<file path="src/design/isu_pkg.sv">
// isu_pkg: shared sizes, beat types, op and status codes for the interval union set unit
// holds the datapath command codes and status flags passed between controller and datapath
// depends on nothing; imported by every module of the block
package isu_pkg;

    // sizing
    localparam int MAX_INTERVALS = 64;
    localparam int VALUE_BITS    = 24;
    localparam int SLOTS         = 2 * MAX_INTERVALS;
    localparam int ADDR_W        = $clog2(SLOTS);
    localparam int PTR_W         = $clog2(SLOTS + 1);
    localparam int CNT_W         = $clog2(MAX_INTERVALS + 1);

    // item opcodes
    typedef enum logic [1:0] {
        OP_ADD     = 2'd0,
        OP_BEGIN   = 2'd1,
        OP_TEST    = 2'd2,
        OP_ADVANCE = 2'd3
    } t_op;

    // result status codes
    typedef enum logic [1:0] {
        ST_OK        = 2'd0,
        ST_BAD_ORDER = 2'd1,
        ST_FULL      = 2'd2
    } t_status;

    // input beat
    typedef struct packed {
        t_op                   op;
        logic [VALUE_BITS-1:0] range_start;
        logic [VALUE_BITS-1:0] range_end;
    } t_in_beat;

    // output beat
    typedef struct packed {
        logic             inside_res;
        t_status          status;
        logic [CNT_W-1:0] interval_count;
    } t_out_beat;

    // one datapath operation per cycle
    typedef enum logic [4:0] {
        DP_NOP       = 5'd0,
        DP_LOAD      = 5'd1,
        DP_RD_P      = 5'd2,
        DP_A_NEXT    = 5'd3,
        DP_SET_I     = 5'd4,
        DP_B_NEXT    = 5'd5,
        DP_B_STOP    = 5'd6,
        DP_FIX       = 5'd7,
        DP_REJ_ORDER = 5'd8,
        DP_REJ_FULL  = 5'd9,
        DP_SH_RD     = 5'd10,
        DP_SH_WR     = 5'd11,
        DP_WR_LO     = 5'd12,
        DP_WR_HI     = 5'd13,
        DP_SCAN_CLR  = 5'd14,
        DP_SCAN_INC  = 5'd15,
        DP_RD_T0     = 5'd16,
        DP_RD_T1     = 5'd17,
        DP_INSIDE    = 5'd18,
        DP_K_INC     = 5'd19,
        DP_T2_EVAL   = 5'd20,
        DP_EMIT      = 5'd21
    } t_dp_op;

    // datapath flags seen by the controller
    typedef struct packed {
        t_op  op;
        logic bad_order;
        logic p_end;
        logic lt_s;
        logic le_e;
        logic full;
        logic sh_done;
        logic k_end;
        logic v_lt;
        logic v_le;
        logic out_free;
    } t_dp_sts;

endpackage

</file>
<file path="src/design/isu_dp.sv">
// isu_dp: datapath of the interval union set unit
// holds the boundary memory, add search and shift registers, scan state and output register
// depends on isu_pkg; driven one operation per cycle by isu_ctrl
module isu_dp import isu_pkg::*; (
    input  logic      i_clk,
    input  logic      i_rst_n,
    input  t_dp_op    i_cmd,
    output t_dp_sts   o_sts,
    input  t_in_beat  i_in_data,
    output logic      o_out_valid,
    input  logic      i_out_stall,
    output t_out_beat o_out_data
);

    // boundary memory and its registered read data
    logic [VALUE_BITS-1:0] mem [SLOTS];
    logic [VALUE_BITS-1:0] r_rdata;

    // latched item
    t_op                   r_op;
    logic [VALUE_BITS-1:0] r_s;
    logic [VALUE_BITS-1:0] r_e;

    // add search and merge
    logic [PTR_W-1:0]      r_p;
    logic [PTR_W-1:0]      r_i;
    logic [VALUE_BITS-1:0] r_prev;
    logic [VALUE_BITS-1:0] r_cand;
    logic [PTR_W-1:0]      r_i_eff;
    logic [VALUE_BITS-1:0] r_lo;
    logic [VALUE_BITS-1:0] r_hi;
    logic [PTR_W-1:0]      r_newcnt;

    // boundary move
    logic [PTR_W-1:0]      r_src;
    logic [PTR_W-1:0]      r_dst;
    logic [PTR_W-1:0]      r_cnt;
    logic                  r_dir;

    // persistent state
    logic [CNT_W-1:0]      r_n;
    logic [CNT_W-1:0]      r_k;
    logic [VALUE_BITS-1:0] r_v;

    // result
    logic                  r_inside;
    t_status               r_status;
    logic                  r_out_valid;
    t_out_beat             r_out;

    logic [PTR_W-1:0]      nb;
    logic [PTR_W-1:0]      i_eff_c;
    logic [PTR_W-1:0]      j_eff_c;
    logic [PTR_W-1:0]      span_c;
    logic [PTR_W-1:0]      newcnt_c;
    logic [VALUE_BITS-1:0] lo_c;
    logic [VALUE_BITS-1:0] hi_c;
    logic                  right_c;
    logic [ADDR_W-1:0]     rd_addr;
    logic [ADDR_W-1:0]     wr_addr;
    logic [VALUE_BITS-1:0] wr_data;
    logic                  wr_en;
    logic                  out_free;

    // merge span from the two search positions
    assign nb       = PTR_W'({r_n, 1'b0});
    assign i_eff_c  = r_i[0] ? r_i - PTR_W'(1) : r_i;
    assign j_eff_c  = r_p[0] ? r_p + PTR_W'(1) : r_p;
    assign lo_c     = r_i[0] ? r_prev : r_s;
    assign hi_c     = r_p[0] ? r_cand : r_e;
    assign span_c   = j_eff_c - i_eff_c;
    assign newcnt_c = PTR_W'(r_n) + PTR_W'(1) - (span_c >> 1);
    assign right_c  = (j_eff_c == i_eff_c);
    assign out_free = !r_out_valid || !i_out_stall;

    // read address select
    always_comb begin
        unique case (i_cmd)
            DP_SH_RD: rd_addr = r_src[ADDR_W-1:0];
            DP_RD_T0: rd_addr = ADDR_W'({r_k, 1'b0});
            DP_RD_T1: rd_addr = ADDR_W'({r_k, 1'b1});
            default:  rd_addr = r_p[ADDR_W-1:0];
        endcase
    end

    // write port select
    always_comb begin
        wr_en   = 1'b0;
        wr_addr = r_dst[ADDR_W-1:0];
        wr_data = r_rdata;
        unique case (i_cmd)
            DP_SH_WR: begin
                wr_en = 1'b1;
            end
            DP_WR_LO: begin
                wr_en   = 1'b1;
                wr_addr = r_i_eff[ADDR_W-1:0];
                wr_data = r_lo;
            end
            DP_WR_HI: begin
                wr_en   = 1'b1;
                wr_addr = r_i_eff[ADDR_W-1:0] + ADDR_W'(1);
                wr_data = r_hi;
            end
            default: begin
                wr_en = 1'b0;
            end
        endcase
    end

    // boundary memory
    always_ff @(posedge i_clk) begin
        if (wr_en) begin
            mem[wr_addr] <= wr_data;
        end
        r_rdata <= mem[rd_addr];
    end

    // working registers, no reset needed
    always_ff @(posedge i_clk) begin
        unique case (i_cmd)
            DP_LOAD: begin
                r_op     <= i_in_data.op;
                r_s      <= i_in_data.range_start;
                r_e      <= i_in_data.range_end;
                r_p      <= '0;
                r_inside <= 1'b0;
                r_status <= ST_OK;
            end
            DP_A_NEXT: begin
                r_prev <= r_rdata;
                r_p    <= r_p + PTR_W'(1);
            end
            DP_SET_I: begin
                r_i <= r_p;
            end
            DP_B_NEXT: begin
                r_p <= r_p + PTR_W'(1);
            end
            DP_B_STOP: begin
                r_cand <= r_rdata;
            end
            DP_FIX: begin
                r_i_eff  <= i_eff_c;
                r_lo     <= lo_c;
                r_hi     <= hi_c;
                r_newcnt <= newcnt_c;
                r_cnt    <= nb - j_eff_c;
                r_dir    <= right_c;
                if (right_c) begin
                    r_src <= nb - PTR_W'(1);
                    r_dst <= nb + PTR_W'(1);
                end else begin
                    r_src <= j_eff_c;
                    r_dst <= i_eff_c + PTR_W'(2);
                end
            end
            DP_SH_WR: begin
                r_cnt <= r_cnt - PTR_W'(1);
                if (r_dir) begin
                    r_src <= r_src - PTR_W'(1);
                    r_dst <= r_dst - PTR_W'(1);
                end else begin
                    r_src <= r_src + PTR_W'(1);
                    r_dst <= r_dst + PTR_W'(1);
                end
            end
            DP_REJ_ORDER: begin
                r_status <= ST_BAD_ORDER;
            end
            DP_REJ_FULL: begin
                r_status <= ST_FULL;
            end
            DP_INSIDE: begin
                r_inside <= 1'b1;
            end
            DP_T2_EVAL: begin
                r_inside <= (r_v >= r_rdata);
            end
            DP_EMIT: begin
                r_out.inside_res     <= r_inside;
                r_out.status         <= r_status;
                r_out.interval_count <= r_n;
            end
            default: begin
            end
        endcase
    end

    // stored count, scan state and output valid
    always_ff @(posedge i_clk) begin
        if (!i_rst_n) begin
            r_n         <= '0;
            r_k         <= '0;
            r_v         <= '0;
            r_out_valid <= 1'b0;
        end else begin
            unique case (i_cmd)
                DP_WR_HI:    r_n <= CNT_W'(r_newcnt);
                DP_SCAN_CLR: begin
                    r_k <= '0;
                    r_v <= '0;
                end
                DP_SCAN_INC: r_v <= r_v + VALUE_BITS'(1);
                DP_K_INC:    r_k <= r_k + CNT_W'(1);
                default: begin
                end
            endcase
            if (i_cmd == DP_EMIT) begin
                r_out_valid <= 1'b1;
            end else if (!i_out_stall) begin
                r_out_valid <= 1'b0;
            end
        end
    end

    // flags for the controller
    always_comb begin
        o_sts.op        = r_op;
        o_sts.bad_order = (r_s >= r_e);
        o_sts.p_end     = (r_p >= nb);
        o_sts.lt_s      = (r_rdata < r_s);
        o_sts.le_e      = (r_rdata <= r_e);
        o_sts.full      = (r_newcnt > PTR_W'(MAX_INTERVALS));
        o_sts.sh_done   = (r_cnt == '0);
        o_sts.k_end     = (r_k >= r_n);
        o_sts.v_lt      = (r_v < r_rdata);
        o_sts.v_le      = (r_v <= r_rdata);
        o_sts.out_free  = out_free;
    end

    assign o_out_valid = r_out_valid;
    assign o_out_data  = r_out;

    // stored count stays within capacity
    a_count_cap: assert property (@(posedge i_clk) disable iff (!i_rst_n)
        r_n <= CNT_W'(MAX_INTERVALS))
        else $error("interval count above capacity");

    // a commit never follows a full verdict
    a_commit_fits: assert property (@(posedge i_clk) disable iff (!i_rst_n)
        i_cmd == DP_WR_HI |-> r_newcnt <= PTR_W'(MAX_INTERVALS) && r_newcnt != '0)
        else $error("commit of an out of range count");

    // result only loaded into a free output register
    a_emit_free: assert property (@(posedge i_clk) disable iff (!i_rst_n)
        i_cmd == DP_EMIT |-> out_free)
        else $error("result overwrote a waiting beat");

    // move direction keeps unread boundaries intact
    a_move_order: assert property (@(posedge i_clk) disable iff (!i_rst_n)
        i_cmd == DP_SH_WR |-> (r_dir ? (r_dst == r_src + PTR_W'(2)) : (r_dst <= r_src)))
        else $error("boundary move would clobber unread data");

    // search step never runs past the list
    a_search_bound: assert property (@(posedge i_clk) disable iff (!i_rst_n)
        (i_cmd == DP_A_NEXT || i_cmd == DP_B_NEXT) |-> r_p < nb)
        else $error("search stepped past the boundary list");

endmodule

</file>
<file path="src/design/isu_ctrl.sv">
// isu_ctrl: controller state machine of the interval union set unit
// sequences add search, boundary move, scan test and result handoff
// depends on isu_pkg; commands isu_dp through one opcode per cycle
module isu_ctrl import isu_pkg::*; (
    input  logic    i_clk,
    input  logic    i_rst_n,
    input  logic    i_in_valid,
    output logic    o_in_stall,
    input  t_dp_sts i_sts,
    output t_dp_op  o_cmd
);

    typedef enum logic [16:0] {
        S_IDLE   = 17'h00001,
        S_DISP   = 17'h00002,
        S_A_RD   = 17'h00004,
        S_A_CMP  = 17'h00008,
        S_B_RD   = 17'h00010,
        S_B_CMP  = 17'h00020,
        S_FIX    = 17'h00040,
        S_CHK    = 17'h00080,
        S_SH_RD  = 17'h00100,
        S_SH_WR  = 17'h00200,
        S_WR_HI  = 17'h00400,
        S_T0_RD  = 17'h00800,
        S_T0_CMP = 17'h01000,
        S_T1_CMP = 17'h02000,
        S_T2_RD  = 17'h04000,
        S_T2_CMP = 17'h08000,
        S_FIN    = 17'h10000
    } t_state;

    t_state r_state;
    t_state n_state;

    // next state and datapath command
    always_comb begin
        n_state = r_state;
        o_cmd   = DP_NOP;
        unique case (r_state)
            S_IDLE: begin
                if (i_in_valid) begin
                    o_cmd   = DP_LOAD;
                    n_state = S_DISP;
                end
            end
            S_DISP: begin
                unique case (i_sts.op)
                    OP_ADD: begin
                        if (i_sts.bad_order) begin
                            o_cmd   = DP_REJ_ORDER;
                            n_state = S_FIN;
                        end else begin
                            n_state = S_A_RD;
                        end
                    end
                    OP_BEGIN: begin
                        o_cmd   = DP_SCAN_CLR;
                        n_state = S_FIN;
                    end
                    OP_TEST: begin
                        n_state = S_T0_RD;
                    end
                    default: begin
                        o_cmd   = DP_SCAN_INC;
                        n_state = S_FIN;
                    end
                endcase
            end
            // first boundary not below the start
            S_A_RD: begin
                if (i_sts.p_end) begin
                    o_cmd   = DP_SET_I;
                    n_state = S_B_RD;
                end else begin
                    o_cmd   = DP_RD_P;
                    n_state = S_A_CMP;
                end
            end
            S_A_CMP: begin
                if (i_sts.lt_s) begin
                    o_cmd   = DP_A_NEXT;
                    n_state = S_A_RD;
                end else begin
                    o_cmd   = DP_SET_I;
                    n_state = S_B_RD;
                end
            end
            // first boundary above the end
            S_B_RD: begin
                if (i_sts.p_end) begin
                    n_state = S_FIX;
                end else begin
                    o_cmd   = DP_RD_P;
                    n_state = S_B_CMP;
                end
            end
            S_B_CMP: begin
                if (i_sts.le_e) begin
                    o_cmd   = DP_B_NEXT;
                    n_state = S_B_RD;
                end else begin
                    o_cmd   = DP_B_STOP;
                    n_state = S_FIX;
                end
            end
            S_FIX: begin
                o_cmd   = DP_FIX;
                n_state = S_CHK;
            end
            S_CHK: begin
                if (i_sts.full) begin
                    o_cmd   = DP_REJ_FULL;
                    n_state = S_FIN;
                end else begin
                    n_state = S_SH_RD;
                end
            end
            // move the tail, then write the merged pair
            S_SH_RD: begin
                if (i_sts.sh_done) begin
                    o_cmd   = DP_WR_LO;
                    n_state = S_WR_HI;
                end else begin
                    o_cmd   = DP_SH_RD;
                    n_state = S_SH_WR;
                end
            end
            S_SH_WR: begin
                o_cmd   = DP_SH_WR;
                n_state = S_SH_RD;
            end
            S_WR_HI: begin
                o_cmd   = DP_WR_HI;
                n_state = S_FIN;
            end
            // test against the current interval
            S_T0_RD: begin
                if (i_sts.k_end) begin
                    n_state = S_FIN;
                end else begin
                    o_cmd   = DP_RD_T0;
                    n_state = S_T0_CMP;
                end
            end
            S_T0_CMP: begin
                if (i_sts.v_lt) begin
                    n_state = S_FIN;
                end else begin
                    o_cmd   = DP_RD_T1;
                    n_state = S_T1_CMP;
                end
            end
            S_T1_CMP: begin
                if (i_sts.v_le) begin
                    o_cmd   = DP_INSIDE;
                    n_state = S_FIN;
                end else begin
                    o_cmd   = DP_K_INC;
                    n_state = S_T2_RD;
                end
            end
            // interval finished, look at the next one
            S_T2_RD: begin
                if (i_sts.k_end) begin
                    n_state = S_FIN;
                end else begin
                    o_cmd   = DP_RD_T0;
                    n_state = S_T2_CMP;
                end
            end
            S_T2_CMP: begin
                o_cmd   = DP_T2_EVAL;
                n_state = S_FIN;
            end
            S_FIN: begin
                if (i_sts.out_free) begin
                    o_cmd   = DP_EMIT;
                    n_state = S_IDLE;
                end
            end
            default: begin
                n_state = S_IDLE;
            end
        endcase
    end

    // state register
    always_ff @(posedge i_clk) begin
        if (!i_rst_n) begin
            r_state <= S_IDLE;
        end else begin
            r_state <= n_state;
        end
    end

    assign o_in_stall = (r_state != S_IDLE);

endmodule

</file>
<file path="src/design/interval_union_set_unit.sv">
// interval_union_set_unit: top level of the interval union set unit
// joins the controller isu_ctrl and the datapath isu_dp; depends on isu_pkg
//
// Keeps up to MAX_INTERVALS disjoint closed intervals as a sorted boundary list in a
// single-port-write, registered-read memory of 2*MAX_INTERVALS entries. One item is
// in work at a time; the result beat sits in an output register, so the next input
// beat is taken while an earlier result still waits. An add's search reads every
// boundary not above the end of the new interval, plus up to two more, and the add
// then moves the boundaries beyond the merged span to open or close the gap; the
// search and the move share the one memory read port. A rejected add leaves the
// table unchanged.
module interval_union_set_unit import isu_pkg::*; (
    input  logic      i_clk,
    input  logic      i_rst_n,
    input  logic      i_in_valid,
    output logic      o_in_stall,
    input  t_in_beat  i_in_data,
    output logic      o_out_valid,
    input  logic      i_out_stall,
    output t_out_beat o_out_data
);

    t_dp_op  cmd;
    t_dp_sts sts;

    // sequencer
    isu_ctrl u_ctrl (
        .i_clk      (i_clk),
        .i_rst_n    (i_rst_n),
        .i_in_valid (i_in_valid),
        .o_in_stall (o_in_stall),
        .i_sts      (sts),
        .o_cmd      (cmd)
    );

    // storage and compare logic
    isu_dp u_dp (
        .i_clk       (i_clk),
        .i_rst_n     (i_rst_n),
        .i_cmd       (cmd),
        .o_sts       (sts),
        .i_in_data   (i_in_data),
        .o_out_valid (o_out_valid),
        .i_out_stall (i_out_stall),
        .o_out_data  (o_out_data)
    );

endmodule

</file>
<file path="config.mk">
export PLATFORM = sky130hd
export DESIGN_NAME = interval_union_set_unit
export DESIGN_NICKNAME = d
export VERILOG_FILES = /design/src/design/isu_pkg.sv /design/src/design/isu_dp.sv /design/src/design/isu_ctrl.sv /design/src/design/interval_union_set_unit.sv
export SDC_FILE = /design/constraint.sdc
export NUM_CORES = 2
export LEC_CHECK = 0
export BUFFER_PORTS_ARGS = -buffer_cell sky130_fd_sc_hd__buf_2
export CAP_MARGIN = 20
export CORE_MARGIN = 5
export CORE_UTILIZATION = 45
export CTS_CLUSTER_DIAMETER = 30
export DETAILED_ROUTE_END_ITERATION = 10
export PLACE_DENSITY = 0.61
export SYNTH_ARGS = -nofsm -noshare
export SYNTH_HDL_FRONTEND = slang
export SYNTH_SLANG_ARGS = --single-unit
</file>
<file path="constraint.sdc">
create_clock -name i_clk -period 14.35 [get_ports i_clk]
set_input_delay 1.435 -clock i_clk [delete_from_list [all_inputs] [get_ports i_clk]]
set_output_delay 1.435 -clock i_clk [all_outputs]
set_load 0.05 [all_outputs]
</file>
==> impl_metrics.ini <==
[cts]
cts.clk_slew.worst_paths_ns = 0.05
post-cts-setup-buffer-count = 0
cts_resized = 0
clk_path_buf_depth = 4
cts.sink_count = 3364
clk_latency_ns = 1.02
cts_max_level = 6
cts_tree = built
cts-buffers-inserted = 595
ctsHoldBuffers = 0
cts-root-buf = clkbuf_16

[drt]
drt_iter0_markers = 9967
avgViaCountPerCell = 6.07
num_vias = 73900
drc = 0
ant_nets = 0
dr.pass1.iters = 6
wl_per_cell_um = 31.6
finalWirelength_um = 384000

[worst_setup_path]
cp-end-kind = flip-flop
cp-endpoint = u_dp.r_rdata[2]
arrival_ns = 8.32
cp-startpoint = u_dp.r_rdata[5]
cp_max_fo = 89
regToRegStartpoint = u_dp.r_rdata[5]
critPathKind = reg2reg
required_ns = 15.10
cp-start-kind = flip-flop
ff2ff_path_depth = 15
rr_endpoint = u_dp.r_rdata[2]
regToRegSetupSlack_ns = 6.78

[floorplan]
die_h_um = 556
rows = 200
dieWidth_um = 556
core_um2 = 297000
dieArea_um2 = 309000
initial_core_util = 0.452
ioPinCount = 66

[synthesis]
syn_area_per_cell_um2 = 18.6
async_flop_share = 0
yosys_most_used_dff = edfxtp_1
netlist_top_cells_count = 3284 x edfxtp_1, 1002 x nand2_1, 758 x mux4_2
ys_ff_latch = 3364
synth_nets = 7414
synthTopCellsByArea = edfxtp_1 73%, mux4_2 13%, nand2_1 2.8%
yosysTopAreaCellShare = 0.734
yosys_warnings = 0
synth_edf_count = 3284
yosys.area.top_type = edfxtp_1
yosysSeqAreaShare = 0.746
ys_types = 85
synth.most_common_cell = edfxtp_1
netlist_instances = 7205
syn_area_um2 = 134000

[global_route]
antenna_found_initial = 21
grt_max_degree = 112
overflow = 0
grt_pass1_vias = 73900
track_usage = 0.245
grt_pass1_wl_um = 546000

[run_status]
status = finished, final reports clean

[pwr]
p_leak_nw = 53.6
swShare = 0.244
ir_drop_mv = 0.110
pwr_density_cell_nw_per_um2 = 176
total_power_mw = 28.3
cell_internal_pwr_mw = 21.4
power.share.clock = 0.511
pwr-share-seq = 0.408
pwr-share-comb = 0.081
p_switching_mw = 6.90

[timing]
worstMarginPinSlew_ns = 1.23
setup_tns_ns = 0
finalMaxSlewViolations = 0
setup_viol = 0
worst_clock_skew_ns = 0.0667
period_share = 0.527
fin_crit_ns = 7.57
rsz0062_at_grt = no
clock.fmax_ghz = 0.132
maxSlewHeadroom = 0.181
finalHoldViolCount = 0

[final_layout]
layout-drive-gt1-share = 0.270
final_cell_area_um2 = 161000
fin_util = 0.541
final_nets = 7926
areaGrowthSynthToFinish_pct = 19.8
fill_cells = 22600
final_cells = 12200

[placement]
place_inst = 11100
port_buffers = 65
gp_congestion = 0.873
hpwl_um = 220000
placed_cell_area_um2 = 140000

[run]
cap_violations = 0

[hold_path]
min_path_type = reg2reg
worst min path at each step:
stage / startpoint / endpoint / slack, ns / depth (start not counted)
6_report: u_dp.r_status[0] / u_dp.o_out_data[7] / 0.43 / 0
5_1_grt: u_dp.r_status[1] / u_dp.o_out_data[8] / 0.44 / 0
4_1_cts: u_dp.r_status[0] / u_dp.o_out_data[7] / 0.43 / 0
3_5_place_dp: u_dp.r_status[0] / u_dp.o_out_data[7] / 0.42 / 0
3_3_place_gp: u_dp.r_status[1] / u_dp.o_out_data[8] / 0.40 / 0
2_1_floorplan: u_dp.r_status[0] / u_dp.o_out_data[7] / 0.40 / 0
flip-flops by register name, indices dropped and copies added, names as in the netlist, 17 cells and up:
register	flops
u_dp.r_cand	24
u_dp.r_hi	24
u_dp.r_prev	24
u_dp.r_s	24
u_dp.r_e	24
u_dp.mem	3072
u_ctrl.r_state	17
u_dp.r_lo	24
u_dp.r_v	24
u_dp.r_rdata	24
worst max-delay path, cell delays in order, from the launching register on:
cell	delay (ns)
dfxtp_1	0.48
inv_1	0.09
ha_1	0.30
a211oi_1	0.31
nor2_1	0.09
o311ai_0	0.81
a31oi_1	0.33
a221oi_4	0.73
buf_12	0.62
buf_4	0.71
buf_4	0.57
mux4_2	0.59
nand2_1	0.09
nand3_1	0.20
a31oi_1	0.74
nand4_1	0.40
per-layer routing:
metal / track usage / share of wire / up-vias
li1: - / - / 30100
met1: 0.351 / 0.40 / 39000
met2: 0.374 / 0.46 / 4117
met3: 0.0553 / 0.11 / 650
met4: 0.0839 / 0.034 / 6
met5: 0 / 0.00010 / -
logic make-up (layout without fill, tap and decap cells):
family,after synthesis,after routing,synth area share
mux,783,783,0.129
flops,3364,3364,0.746
fa+ha+maj,155,155,0.0146
buf+inv,494,1509,0.0210
other cells,0,6,0
xor+xnor,54,54,0.00352
simple gates,1884,1884,0.0628
compound gates,471,471,0.0226
power by group through the flow:
stage          registers [mW]  clock network [mW]  logic, mW
6_report                 11.5                14.5       2.31
5_1_grt                  11.5                15.1       2.44
4_1_cts                  11.5                14.6       2.29
3_5_place_dp             11.7                   0       2.29
3_3_place_gp             11.7                   0       2.23
2_1_floorplan            11.8                   0       1.28
stage by stage:
step | setup slack (ns) | hold slack (ns)
5_1_grt | 6.26 | 0.436
4_1_cts | 6.78 | 0.431
3_3_place_gp | 6.86 | 0.405
2_1_floorplan | 8.94 | 0.400
6_report | 6.78 | 0.432
3_5_place_dp | 6.77 | 0.421
cells in the final DEF (no fill, tap or decap), types with 27 or more instances in the layout:
cell type	count
nor2_1	81
a31oi_1	98
clkbuf_16	603
clkinv_4	48
clkinvlp_4	62
ha_1	152
buf_2	65
nand2_1	978
nor3_1	36
clkbuf_1	49
edfxtp_1	3284
o21ai_0	101
xnor2_1	34
inv_6	40
nand2b_1	27
mux4_2	758
nand3_1	326
bufinv_16	84
buf_4	197
nand4_1	104
and3_1	62
a21oi_1	96
a21o_1	52
clkinv_1	73
nor2_4	37
dfxtp_1	80
nor2_2	102
inv_1	122
clkinv_2	85
final cells by class:
cell class / instances / area (µm²) / share of cell area
well taps: 3939 / 4930 / 0.0307
repair buffers: 285 / 2220 / 0.0138
clock inverters: 440 / 5560 / 0.0345
inverters: 124 / 465 / 0.00289
multi-input cells: 3347 / 32000 / 0.199
flip-flops and latches: 3364 / 100000 / 0.623
diodes: 6 / 15.0 / 0.0000934
clock buffers: 660 / 15400 / 0.0957
Power figures use the tool's default switching activity.
